### config.mk
export PLATFORM = sky130hd
export DESIGN_NAME = sliding_window_maximum_flat
export DESIGN_NICKNAME = d
export VERILOG_FILES = /design/src/rtl/core/swm_pkg.sv /design/src/rtl/core/swm_channels.sv /design/src/rtl/core/swm_cell.sv /design/src/rtl/core/swm_reduce.sv /design/src/rtl/core/sliding_window_maximum.sv /design/src/flat_wrapper.sv
export VERILOG_INCLUDE_DIRS = /design/src /design/src/rtl/core
export SDC_FILE = /design/constraint.sdc
export NUM_CORES = 2
export LEC_CHECK = 0
export BUFFER_PORTS_ARGS = -buffer_cell sky130_fd_sc_hd__buf_4
export CAP_MARGIN = 20
export CORE_ASPECT_RATIO = 0.8
export CORE_MARGIN = 3
export CORE_UTILIZATION = 45
export CTS_CLUSTER_DIAMETER = 80
export DETAILED_ROUTE_END_ITERATION = 16
export SYNTH_ARGS = -nofsm -noshare
export SYNTH_HDL_FRONTEND = slang
export SYNTH_SLANG_ARGS = --single-unit
export TNS_END_PERCENT = 10
### constraint.sdc
create_clock -name clock -period 13.6 [get_ports clock]
set_clock_uncertainty 0.2 [all_clocks]
set_input_delay 0.68 -clock clock [delete_from_list [all_inputs] [get_ports clock]]
set_output_delay 0.68 -clock clock [all_outputs]
set_load 0.01 [all_outputs]
### src/rtl/core/assert_macros.svh
// Assertion macros shared by the sliding window maximum RTL
`ifndef ASSERT_MACROS_SVH
`define ASSERT_MACROS_SVH

// same-cycle implication
`define SWM_ASSERT_SAME(label, clk, rst, ante, cons, msg) \
   label: assert property (@(posedge clk) disable iff (rst) (ante) |-> (cons)) \
      else $error(msg);

// next-cycle implication
`define SWM_ASSERT_NEXT(label, clk, rst, ante, cons, msg) \
   label: assert property (@(posedge clk) disable iff (rst) (ante) |=> (cons)) \
      else $error(msg);

`endif

### src/rtl/core/swm_pkg.sv
// Shared types and constants of the sliding window maximum
package swm_pkg;

   localparam int WINDOW_MAX_DEFAULT   = 64;
   localparam int SAMPLE_WIDTH_DEFAULT = 16;
   localparam int CFG_WIDTH            = 7;
   localparam logic [CFG_WIDTH-1:0] CFG_RESET = 7'd1;

   typedef enum logic [1:0] {
      ST_IDLE,
      ST_REDUCE,
      ST_EMIT
   } swm_state_type;

   typedef struct packed {
      logic shift;
      logic restart;
   } swm_ctl_type;

endpackage

### src/rtl/core/swm_channels.sv
// Handshake channel interfaces of the sliding window maximum
interface swm_req_if #(
   parameter int SAMPLE_WIDTH = 16
);
   logic                           valid;
   logic                           ready;
   logic signed [SAMPLE_WIDTH-1:0] sample;
   logic                           start_req;

   modport source (output valid, output sample, output start_req, input ready);
   modport sink   (input valid, input sample, input start_req, output ready);
endinterface

interface swm_rsp_if #(
   parameter int SAMPLE_WIDTH = 16
);
   logic                           valid;
   logic                           ready;
   logic signed [SAMPLE_WIDTH-1:0] window_max;

   modport source (output valid, output window_max, input ready);
   modport sink   (input valid, input window_max, output ready);
endinterface

interface swm_csr_if import swm_pkg::*; ();
   logic                 valid;
   logic                 ready;
   logic [CFG_WIDTH-1:0] window_size;

   modport source (output valid, output window_size, input ready);
   modport sink   (input valid, input window_size, output ready);
endinterface

### src/rtl/core/swm_cell.sv
// One cell of the deque chain: holds a live flag and a sample of known age
module swm_cell
   import swm_pkg::*;
#(
   parameter int SAMPLE_WIDTH = SAMPLE_WIDTH_DEFAULT,
   parameter int K_WIDTH      = 7,
   parameter int INDEX        = 0
) (
   input  logic                           clock,
   input  logic                           reset,
   input  swm_ctl_type                    ctl,
   input  logic signed [SAMPLE_WIDTH-1:0] sample,
   input  logic        [K_WIDTH-1:0]      k,
   input  logic                           prev_alive,
   input  logic signed [SAMPLE_WIDTH-1:0] prev_value,
   output logic                           alive,
   output logic signed [SAMPLE_WIDTH-1:0] value,
   output logic                           next_alive,
   output logic signed [SAMPLE_WIDTH-1:0] next_value
);

   localparam bit HEAD = (INDEX == 0);

   logic                           alive_ff;
   logic                           alive_in;
   logic signed [SAMPLE_WIDTH-1:0] value_ff;
   logic signed [SAMPLE_WIDTH-1:0] value_in;
   logic                           keep;

   // head always keeps the sample; others drop on restart, on a newer sample not smaller, or once too old
   assign keep = prev_alive && (HEAD || (!ctl.restart && (prev_value > sample) &&
                                         (k > K_WIDTH'(INDEX))));

   always_comb begin
      alive_in = alive_ff;
      value_in = value_ff;
      if (ctl.shift) begin
         alive_in = keep;
         value_in = prev_value;
      end
   end

   always_ff @(posedge clock) begin
      if (reset) begin
         alive_ff <= 1'b0;
      end else begin
         alive_ff <= alive_in;
      end
   end

   always_ff @(posedge clock) begin
      value_ff <= value_in;
   end

   assign alive      = alive_ff;
   assign value      = value_ff;
   assign next_alive = alive_in;
   assign next_value = value_in;

endmodule

### src/rtl/core/swm_reduce.sv
// Iterative pairwise search for the oldest live cell of the chain
module swm_reduce
   import swm_pkg::*;
#(
   parameter int DEPTH        = WINDOW_MAX_DEFAULT,
   parameter int SAMPLE_WIDTH = SAMPLE_WIDTH_DEFAULT
) (
   input  logic                           clock,
   input  logic                           reset,
   input  logic                           load,
   input  logic                           step,
   input  logic                           load_alive [DEPTH],
   input  logic signed [SAMPLE_WIDTH-1:0] load_value [DEPTH],
   output logic                           front_alive,
   output logic signed [SAMPLE_WIDTH-1:0] front_value
);

   localparam int LEVELS = $clog2(DEPTH);
   localparam int SLOTS  = 1 << LEVELS;

   logic                           slot_alive_ff [SLOTS];
   logic signed [SAMPLE_WIDTH-1:0] slot_value_ff [SLOTS];

   for (genvar i = 0; i < SLOTS; i++) begin : g_slot
      logic                           ld_alive;
      logic signed [SAMPLE_WIDTH-1:0] ld_value;
      logic                           st_alive;
      logic signed [SAMPLE_WIDTH-1:0] st_value;

      if (i < DEPTH) begin : g_load
         assign ld_alive = load_alive[i];
         assign ld_value = load_value[i];
      end else begin : g_pad
         assign ld_alive = 1'b0;
         assign ld_value = '0;
      end

      // the higher slot of a pair holds the older cells
      if (i < SLOTS / 2) begin : g_pair
         assign st_alive = slot_alive_ff[2*i+1] || slot_alive_ff[2*i];
         assign st_value = slot_alive_ff[2*i+1] ? slot_value_ff[2*i+1]
                                                : slot_value_ff[2*i];
      end else begin : g_hold
         assign st_alive = slot_alive_ff[i];
         assign st_value = slot_value_ff[i];
      end

      always_ff @(posedge clock) begin
         if (reset) begin
            slot_alive_ff[i] <= 1'b0;
         end else if (load) begin
            slot_alive_ff[i] <= ld_alive;
         end else if (step) begin
            slot_alive_ff[i] <= st_alive;
         end
      end

      always_ff @(posedge clock) begin
         if (load) begin
            slot_value_ff[i] <= ld_value;
         end else if (step) begin
            slot_value_ff[i] <= st_value;
         end
      end
   end

   assign front_alive = slot_alive_ff[0];
   assign front_value = slot_value_ff[0];

endmodule

### src/rtl/core/sliding_window_maximum.sv
// Sliding window maximum: top level with cell chain, search unit and handshakes
// Gives, for each accepted sample, the largest of the last window_size samples of the
// current sequence (start_req opens a new one), once that many samples have arrived;
// earlier samples give no word. A chain of WINDOW_MAX cells keeps the monotonic deque
// and updates every cell in the cycle a sample is taken; the front is then found by a
// pairwise search of $clog2(WINDOW_MAX) levels, one level a cycle. The next sample is
// taken only after the search and the emit state, which waits while an earlier result
// word is still unread; the emit state loads the result word into the output register.
// A result word waits in the output register while the next sample is processed.
`include "assert_macros.svh"

module sliding_window_maximum
   import swm_pkg::*;
#(
   parameter int WINDOW_MAX   = WINDOW_MAX_DEFAULT,
   parameter int SAMPLE_WIDTH = SAMPLE_WIDTH_DEFAULT
) (
   input logic         clock,
   input logic         reset,
   swm_req_if.sink     req_if,
   swm_rsp_if.source   rsp_if,
   swm_csr_if.sink     csr_if
);

   localparam int K_WIDTH    = $clog2(WINDOW_MAX + 1);
   localparam int CMP_WIDTH  = (K_WIDTH > CFG_WIDTH) ? K_WIDTH : CFG_WIDTH;
   localparam int LEVELS     = $clog2(WINDOW_MAX);
   localparam int LV_WIDTH   = (LEVELS > 1) ? $clog2(LEVELS) : 1;
   localparam int LAST_LEVEL = (LEVELS > 0) ? LEVELS - 1 : 0;

   swm_state_type                  state_ff;
   swm_state_type                  state_in;
   logic [LV_WIDTH-1:0]            level_ff;
   logic [LV_WIDTH-1:0]            level_in;
   logic [CFG_WIDTH-1:0]           window_size_ff;
   logic [K_WIDTH-1:0]             filled_ff;
   logic [K_WIDTH-1:0]             filled_in;
   logic [K_WIDTH-1:0]             filled_base;
   logic                           emit_ff;
   logic                           emit_in;
   logic                           rsp_valid_ff;
   logic signed [SAMPLE_WIDTH-1:0] window_max_ff;
   logic [CMP_WIDTH-1:0]           size_wide;
   logic [K_WIDTH-1:0]             k;
   logic                           req_accept;
   logic                           red_step;
   logic                           out_load;
   swm_ctl_type                    ctl;
   logic                           front_alive;
   logic signed [SAMPLE_WIDTH-1:0] front_value;

   logic                           cell_alive [WINDOW_MAX];
   logic signed [SAMPLE_WIDTH-1:0] cell_value [WINDOW_MAX];
   logic                           cell_next_alive [WINDOW_MAX];
   logic signed [SAMPLE_WIDTH-1:0] cell_next_value [WINDOW_MAX];

   assign req_accept = req_if.valid && req_if.ready;
   assign csr_if.ready = 1'b1;

   always_ff @(posedge clock) begin
      if (reset) begin
         window_size_ff <= CFG_RESET;
      end else if (csr_if.valid && csr_if.ready) begin
         window_size_ff <= csr_if.window_size;
      end
   end

   // clamp the window to 1..WINDOW_MAX
   assign size_wide = CMP_WIDTH'(window_size_ff);
   always_comb begin
      if (window_size_ff == '0) begin
         k = K_WIDTH'(1);
      end else if (size_wide > CMP_WIDTH'(WINDOW_MAX)) begin
         k = K_WIDTH'(WINDOW_MAX);
      end else begin
         k = K_WIDTH'(size_wide);
      end
   end

   assign ctl.shift   = req_accept;
   assign ctl.restart = req_if.start_req;

   for (genvar i = 0; i < WINDOW_MAX; i++) begin : g_cell
      logic                           prev_alive;
      logic signed [SAMPLE_WIDTH-1:0] prev_value;

      if (i == 0) begin : g_head
         assign prev_alive = 1'b1;
         assign prev_value = req_if.sample;
      end else begin : g_link
         assign prev_alive = cell_alive[i-1];
         assign prev_value = cell_value[i-1];
      end

      swm_cell #(
         .SAMPLE_WIDTH (SAMPLE_WIDTH),
         .K_WIDTH      (K_WIDTH),
         .INDEX        (i)
      ) u_cell (
         .clock      (clock),
         .reset      (reset),
         .ctl        (ctl),
         .sample     (req_if.sample),
         .k          (k),
         .prev_alive (prev_alive),
         .prev_value (prev_value),
         .alive      (cell_alive[i]),
         .value      (cell_value[i]),
         .next_alive (cell_next_alive[i]),
         .next_value (cell_next_value[i])
      );
   end

   swm_reduce #(
      .DEPTH        (WINDOW_MAX),
      .SAMPLE_WIDTH (SAMPLE_WIDTH)
   ) u_reduce (
      .clock       (clock),
      .reset       (reset),
      .load        (req_accept),
      .step        (red_step),
      .load_alive  (cell_next_alive),
      .load_value  (cell_next_value),
      .front_alive (front_alive),
      .front_value (front_value)
   );

   // sample count of the current sequence, saturating
   assign filled_base = req_if.start_req ? '0 : filled_ff;
   assign filled_in   = (filled_base < K_WIDTH'(WINDOW_MAX)) ? filled_base + K_WIDTH'(1)
                                                             : filled_base;
   assign emit_in     = (filled_in >= k);

   always_ff @(posedge clock) begin
      if (reset) begin
         filled_ff <= '0;
         emit_ff   <= 1'b0;
      end else if (req_accept) begin
         filled_ff <= filled_in;
         emit_ff   <= emit_in;
      end
   end

   always_comb begin
      state_in      = state_ff;
      level_in      = level_ff;
      red_step      = 1'b0;
      out_load      = 1'b0;
      req_if.ready  = 1'b0;
      case (state_ff)
         ST_IDLE: begin
            req_if.ready = 1'b1;
            if (req_if.valid) begin
               level_in = '0;
               state_in = (LEVELS == 0) ? ST_EMIT : ST_REDUCE;
            end
         end
         ST_REDUCE: begin
            red_step = 1'b1;
            level_in = level_ff + LV_WIDTH'(1);
            if (level_ff == LV_WIDTH'(LAST_LEVEL)) begin
               state_in = ST_EMIT;
            end
         end
         ST_EMIT: begin
            if (!emit_ff) begin
               state_in = ST_IDLE;
            end else if (!rsp_valid_ff || rsp_if.ready) begin
               out_load = 1'b1;
               state_in = ST_IDLE;
            end
         end
         default: begin
            state_in = ST_IDLE;
         end
      endcase
   end

   always_ff @(posedge clock) begin
      if (reset) begin
         state_ff <= ST_IDLE;
         level_ff <= '0;
      end else begin
         state_ff <= state_in;
         level_ff <= level_in;
      end
   end

   always_ff @(posedge clock) begin
      if (reset) begin
         rsp_valid_ff <= 1'b0;
      end else if (out_load) begin
         rsp_valid_ff <= 1'b1;
      end else if (rsp_if.ready) begin
         rsp_valid_ff <= 1'b0;
      end
   end

   always_ff @(posedge clock) begin
      if (out_load) begin
         window_max_ff <= front_value;
      end
   end

   assign rsp_if.valid      = rsp_valid_ff;
   assign rsp_if.window_max = window_max_ff;

   `SWM_ASSERT_NEXT(a_head_live, clock, reset, req_accept, cell_alive[0], "newest cell dead")
   `SWM_ASSERT_SAME(a_front_live, clock, reset, state_ff == ST_EMIT && emit_ff, front_alive, "empty")
   `SWM_ASSERT_SAME(a_rsp_from_emit, clock, reset, $rose(rsp_valid_ff), $past(state_ff) == ST_EMIT, "rise")
   `SWM_ASSERT_SAME(a_level_range, clock, reset, state_ff == ST_REDUCE, level_ff <= LV_WIDTH'(LAST_LEVEL), "lv")

endmodule
### src/flat_wrapper.sv
// flat-port wrapper written by rule: the top's interface ports become plain ports
module sliding_window_maximum_flat import swm_pkg::*;
#(
   parameter int WINDOW_MAX   = WINDOW_MAX_DEFAULT,
   parameter int SAMPLE_WIDTH = SAMPLE_WIDTH_DEFAULT
)
  (clock, reset, req_if_valid, req_if_sample, req_if_start_req, req_if_ready, rsp_if_valid, rsp_if_window_max, rsp_if_ready, csr_if_valid, csr_if_window_size, csr_if_ready);
  swm_req_if #(.SAMPLE_WIDTH(SAMPLE_WIDTH)) req_if_i ();
  swm_rsp_if #(.SAMPLE_WIDTH(SAMPLE_WIDTH)) rsp_if_i ();
  swm_csr_if csr_if_i ();
  input logic clock;
  input logic reset;
  input wire logic [$bits(req_if_i.valid)-1:0] req_if_valid;
  input wire logic [$bits(req_if_i.sample)-1:0] req_if_sample;
  input wire logic [$bits(req_if_i.start_req)-1:0] req_if_start_req;
  output wire logic [$bits(req_if_i.ready)-1:0] req_if_ready;
  output wire logic [$bits(rsp_if_i.valid)-1:0] rsp_if_valid;
  output wire logic [$bits(rsp_if_i.window_max)-1:0] rsp_if_window_max;
  input wire logic [$bits(rsp_if_i.ready)-1:0] rsp_if_ready;
  input wire logic [$bits(csr_if_i.valid)-1:0] csr_if_valid;
  input wire logic [$bits(csr_if_i.window_size)-1:0] csr_if_window_size;
  output wire logic [$bits(csr_if_i.ready)-1:0] csr_if_ready;
  assign req_if_i.valid = req_if_valid;
  assign req_if_i.sample = req_if_sample;
  assign req_if_i.start_req = req_if_start_req;
  assign req_if_ready = req_if_i.ready;
  assign rsp_if_valid = rsp_if_i.valid;
  assign rsp_if_window_max = rsp_if_i.window_max;
  assign rsp_if_i.ready = rsp_if_ready;
  assign csr_if_i.valid = csr_if_valid;
  assign csr_if_i.window_size = csr_if_window_size;
  assign csr_if_ready = csr_if_i.ready;
  sliding_window_maximum #(.WINDOW_MAX(WINDOW_MAX), .SAMPLE_WIDTH(SAMPLE_WIDTH)) u_core (.clock(clock), .reset(reset), .req_if(req_if_i), .rsp_if(rsp_if_i), .csr_if(csr_if_i));
endmodule
== Word level (Yosys, flattened, before mapping) ==
Memory sizes are Yosys's and may differ from the RTL's.
Cells that the tools add are included.
Storage, ports and cells
  memory bits (writable): 1088
  flip-flop bits (word level): 1125
  memories kept: 2
  output and inout port bits: 19
Operators by class
  equal/unequal tests: 6
  add/sub/neg operators: 2
  reduce and logical (&&, ||, !) cells: 231
  bitwise operators: 192
  magnitude comparators: 129
  mux-type cells: 381
Memories
  u_core.u_reduce.slot_value_ff: depth 64, bits a word 16, rd ports 64, clocked after Yosys merged registers in 0, wr ports 64, RTL line swm_reduce.sv:22  | logic signed [SAMPLE_WIDTH-1:0] slot_value_ff [SLOTS];
  u_core.u_reduce.slot_alive_ff: depth 64, bits a word 1, rd ports 64, clocked after Yosys merged registers in 0, wr ports 64, RTL line swm_reduce.sv:21  | logic slot_alive_ff [SLOTS];
Operator list (count)
  16-bit 2-to-1 mux: 160
  16-bit > comparator: 63
  7-bit by 6-bit > comparator with 1-bit output (second input constant): 32
  1-bit 2-to-1 mux: 210
  1-bit bitwise OR: 192
  1-bit logical AND: 190
  7-bit by 5-bit > comparator with 1-bit output (second input constant): 16
  7-bit by 4-bit > comparator with 1-bit output (second input constant): 8
  1-bit logical OR: 33
  7-bit by 3-bit > comparator with 1-bit output (second input constant): 4
  7-bit 2-to-1 mux: 4
  7-bit by 2-bit > comparator with 1-bit output (second input constant): 2
  2-bit 2-to-1 mux: 4
  7-bit by 1-bit adder with 7-bit output (second input constant): 1
  7-bit greater-or-equal comparator: 1
  7-bit by 1-bit > comparator with 1-bit output (second input constant): 1
  7-bit > comparator (second input constant): 1
  7-bit logical NOT: 1
  7-bit less-than comparator (second input constant): 1
  2-bit one-hot mux with 3 select lines: 1
  3-bit one-hot mux with 2 select lines: 1
  2-bit nonzero test: 2
  3-bit by 1-bit adder with 3-bit output (second input constant): 1
  3-bit equality test (second input constant): 1
  other kinds (10): 11

== Logic depth before layout (Yosys ltp) ==
  depth in word-level cells: 9
  mapped depth: 11
  gate-level depth less buffers: 10

== Worst setup path before layout ==
No wires, ideal clock.
  path kind: input to register
  start point: input port req_if_valid
  end point: memory u_core.u_reduce.slot_value_ff[6][4] (netlist: u_core.u_reduce.slot_value_ff[0][100]) (enable)
  arrival: 11.345 ns
  data required time: 12.558 ns
  stages on the path: 7
  setup time: 0.842 ns
  path slack: 1.214 ns
  buffers on the path: 3
  cells stage by stage: or3b_1 buf_2 inv_1 clkbuf_1 buf_2 nor2_1 inv_1
RTL lines
  from (decl): RTL line flat_wrapper.sv:13  | input wire logic [$bits(req_if_i.valid)-1:0] req_if_valid;
  to (decl): RTL line swm_reduce.sv:22

==> summary.md <==
| Metric | Value |
|---|---|
| Top_reg_cell synth | dfxtp_1 |
| Top-count cell post-synth | nand2_1 |
| GR Util All Layers | 0.284 |
| Cts repair resizes | 0 |
| Vias in the first global route | 73,766 |
| Adder-cell share of the synthesized area | 0.124 |
| DIE AREA | 0.235 mm^2 |
| Max-slew violation count | 0 |
| Die height | 434 um |
| Tcrit/Tclk final | 0.414 |
| Cell variety after synth | between 80 and 90 |
| Post-synth EDFFs | 1,103 |
| Cell taking the most area after synthesis | edfxtp_1 |
| Placement Rows | roughly 160 |
| Number of remaining DRC errors | 0 |
| Port bufs | between 40 and 50 |
| Initial DRC count | 9,375 |
| Initial Util | 0.454 |
| Worst-skew pair later-pin latency | 0.91 ns |
| Final setup fails | 0 |
| Hold-fix buffers, CTS | 14 |
| Clock root cell | clkbuf_16 |
| CTS sink count | 2,211 |
| Die X | 541 um |
| Drt pass-1 iters | 8 |
| Buffers from clock root to sink, at most | 4 |
| Fin nets | 11,360 |
| Fraction of registers with async set or reset after synthesis | 0 |
| Final HPWL DP | 236 mm |
| Commonest cells post-synth | 3,136 x nand2_1, 1,108 x dfxtp_1, 1,103 x edfxtp_1 |
| Synthesized area | 0.103 mm^2 |
| Synth top area cells | edfxtp_1 32%, dfxtp_1 22%, ha_1 12% |
| Flops & latches, synth | ~2,200 |
| Cell family with most CP delay | buffers and inverters |
| Worst hold path startpoint | rsp_if_ready |
| CP Capture Type | flip-flop |
| Final std cells w/o fill | 13,508 |
| Total wire length | 344 mm |
| WP buf/inv | 5 |
| Max incr delay on CP | 0.89 ns |
| Post-route ant nets | 0 |
| Largest net degree at the start of global routing | roughly 240 |
| Most used cell, CP | buf_4 |
| Post-Place Cells | roughly 13,000 |
| First-pass GRT wire length | 495 mm |
| Critical path type | reg -> reg |
| FF-to-FF Start | u_core.state_ff[1]$_SDFFE_PP0P_ |
| Post-Syn Instances | 10,356 |
| P per Cell Area | 152 mW/mm^2 |
| Yosys warning total | 0 |
| Status | finished clean |
| Via/cell ratio | between 5 and 6 |
| Placed inst area | 0.106 mm^2 |
| Syn avg cell area | 9.96 um^2 |
| Syn Nets | 11,403 |
| H-Tree Depth | 4 |
| Mux cell area share after synthesis | 0.0505 |
| Combinational family with the most area after synthesis | simple AND/OR/NAND/NOR gates |
| Leakage | between 0.04 and 0.05 uW |
| Tmin final | around 5.6 ns |
| WHS | 0.0493 ns |
| Fmax | ~0.18 GHz |
| Core ar. | 0.227 mm^2 |
| Synth Area in XOR/XNOR | 0.00110 |
| Max Cap Violations | 0 |
| Top-area cell type share of the netlist area | 0.321 |
| Fin Setup TNS | 0 ns |
| CTS tree | done |
| Simple-gate share of the synthesized area | 0.177 |
| Final Cell Area | 0.114 mm^2 |
| Vias | 78,990 |
| Cell Chain, Critical Path | or3b_4, inv_8, buf_12, buf_4, buf_4, buf_4, nand2_1, nand2_1 |
| VDD IR-drop max | 101 uV |
| Wire per inst | 25.5 um |
| Worst Path Max Fanout | 170 |
| CP required | 14.16 ns |
| Synth-to-layout area growth | 10.9% |
| Relative slew slack | 0.193 |
| Layout cell share with drive strength beyond 1 | 0.0530 |
| CTS Buf Count | between 200 and 250 |
| Worst slew pin tran | 1.20 ns |
| Grt total ovfl | 0 |
| RSZ-0062 raised after global routing | false |
| CTS clock-pin slew for the worst setup and hold paths | 0.07 ns |
| Compound-gate portion of the synthesized area | 0.0891 |
| CP Launch Point | u_core.state_ff[1]$_SDFFE_PP0P_ |
| CP Data Arrival Time | between 6 and 7 ns |
| Setup Buffers After CTS | 0 |
| RePlAce Congestion | 0.930 |
| Crit-path slowest cell | buf_4 |
| Worst hold path class | in -> reg |
| Fin. Hold Viols | 0 |
| CP startpoint kind | flip-flop |
| I/O pins | 48 |
| Initial antenna violation count | 13 |
| Seq/Total Area, Yosys | 0.536 |
[layout by cell type (no fill, tap or decap), types with 55 or more instances in the layout]
cell type	Yosys	routed
mux2i_1	516	516
nor2_1	693	691
dfxtp_1	1108	1108
a21o_1	141	141
o211ai_1	56	56
nand4_1	195	195
o21ai_0	263	263
buf_4	1	143
ha_1	1018	1018
clkbuf_16	0	229
edfxtp_1	1103	1103
nand3_1	97	97
a211oi_1	55	55
clkbuf_1	350	61
a21oi_1	832	832
nand2_1	3136	3135
nor2b_1	67	65
inv_1	141	123
[cell type report]
class / instances / area (um^2)
sequential: 2211 / 55300
timing repair buffer: 171 / 1540
multi-input combinational: 7560 / 45600
fill: 20555 / 113000
tap: 3002 / 3760
antenna: 4 / 10.0
clock inverter: 98 / 1250
clock buffer: 320 / 6370
inverter: 142 / 606
[per-stage QoR]
step / total power, uW / util / worst slack [ns]
floorplan: 9930 / - / 1.21
detailed placement: 11000 / 0.469 / 7.48
finish: 17400 / 0.504 / 7.97
global route: 18000 / 0.504 / 7.55
global placement: 10900 / 0.469 / 7.59
CTS: 17400 / 0.503 / 7.87
[final timing paths]
path / end / slack (ns) / depth (start not counted)
worst max-delay path: u_core.u_reduce.slot_value_ff[1][265]$_DFFE_PP_ / 7.97 / 8
worst min-delay path: u_core.rsp_if.valid$_SDFFE_PP0P_ / 0.05 / 3
worst max register to register: u_core.u_reduce.slot_value_ff[1][265]$_DFFE_PP_ / 7.97 / 8
worst min register to register: u_core.rsp_if.window_max[0]$_DFFE_PP_ / 0.22 / 0
[registers in the layout, indices dropped and copies added, names as in the netlist]
register and flops:
u_core.rsp_if.window_max 16, u_core.state_ff 2, u_core.emit_ff 1, u_core.level_ff 3, u_core.g_cell.u_cell.value 1024, u_core.u_reduce.slot_value_ff 1024, u_core.rsp_if.valid 1, u_core.u_reduce.slot_alive_ff 63
u_core.size_wide 7, u_core.filled_ff 7, u_core.g_cell.u_cell.alive 63
[metal layers]
layer / up-vias / global-route usage / wire length (um)
met1: 38425 / 0.423 / 155000
met3: 597 / 0.0532 / 33600
met4: 2 / 0.101 / 13200
met2: 3596 / 0.411 / 143000
li1: 36370 / - / -
met5: - / 0 / 13
[worst reg2reg max path: cells and delay by family, from the launching register on]
family / cells / cell delay, ns
buffers and inverters: 5 / 3.89
AND/OR/NAND/NOR: 3 / 1.02
flip-flops: 1 / 0.38
[report_power, final]
group          switching (uW)  internal (uW)
sequential                628           7810
clock                    2720           3760
combinational            1690            804
[cells by family after synthesis]
kind of cell | after synthesis
other cells | 1
fa+ha+maj | 1018
buf+inv | 585
simple gates | 4440
flops | 2211
compound gates | 1568
xor+xnor | 13
mux | 520
Note: power is estimated with default switching activity, not from simulation.
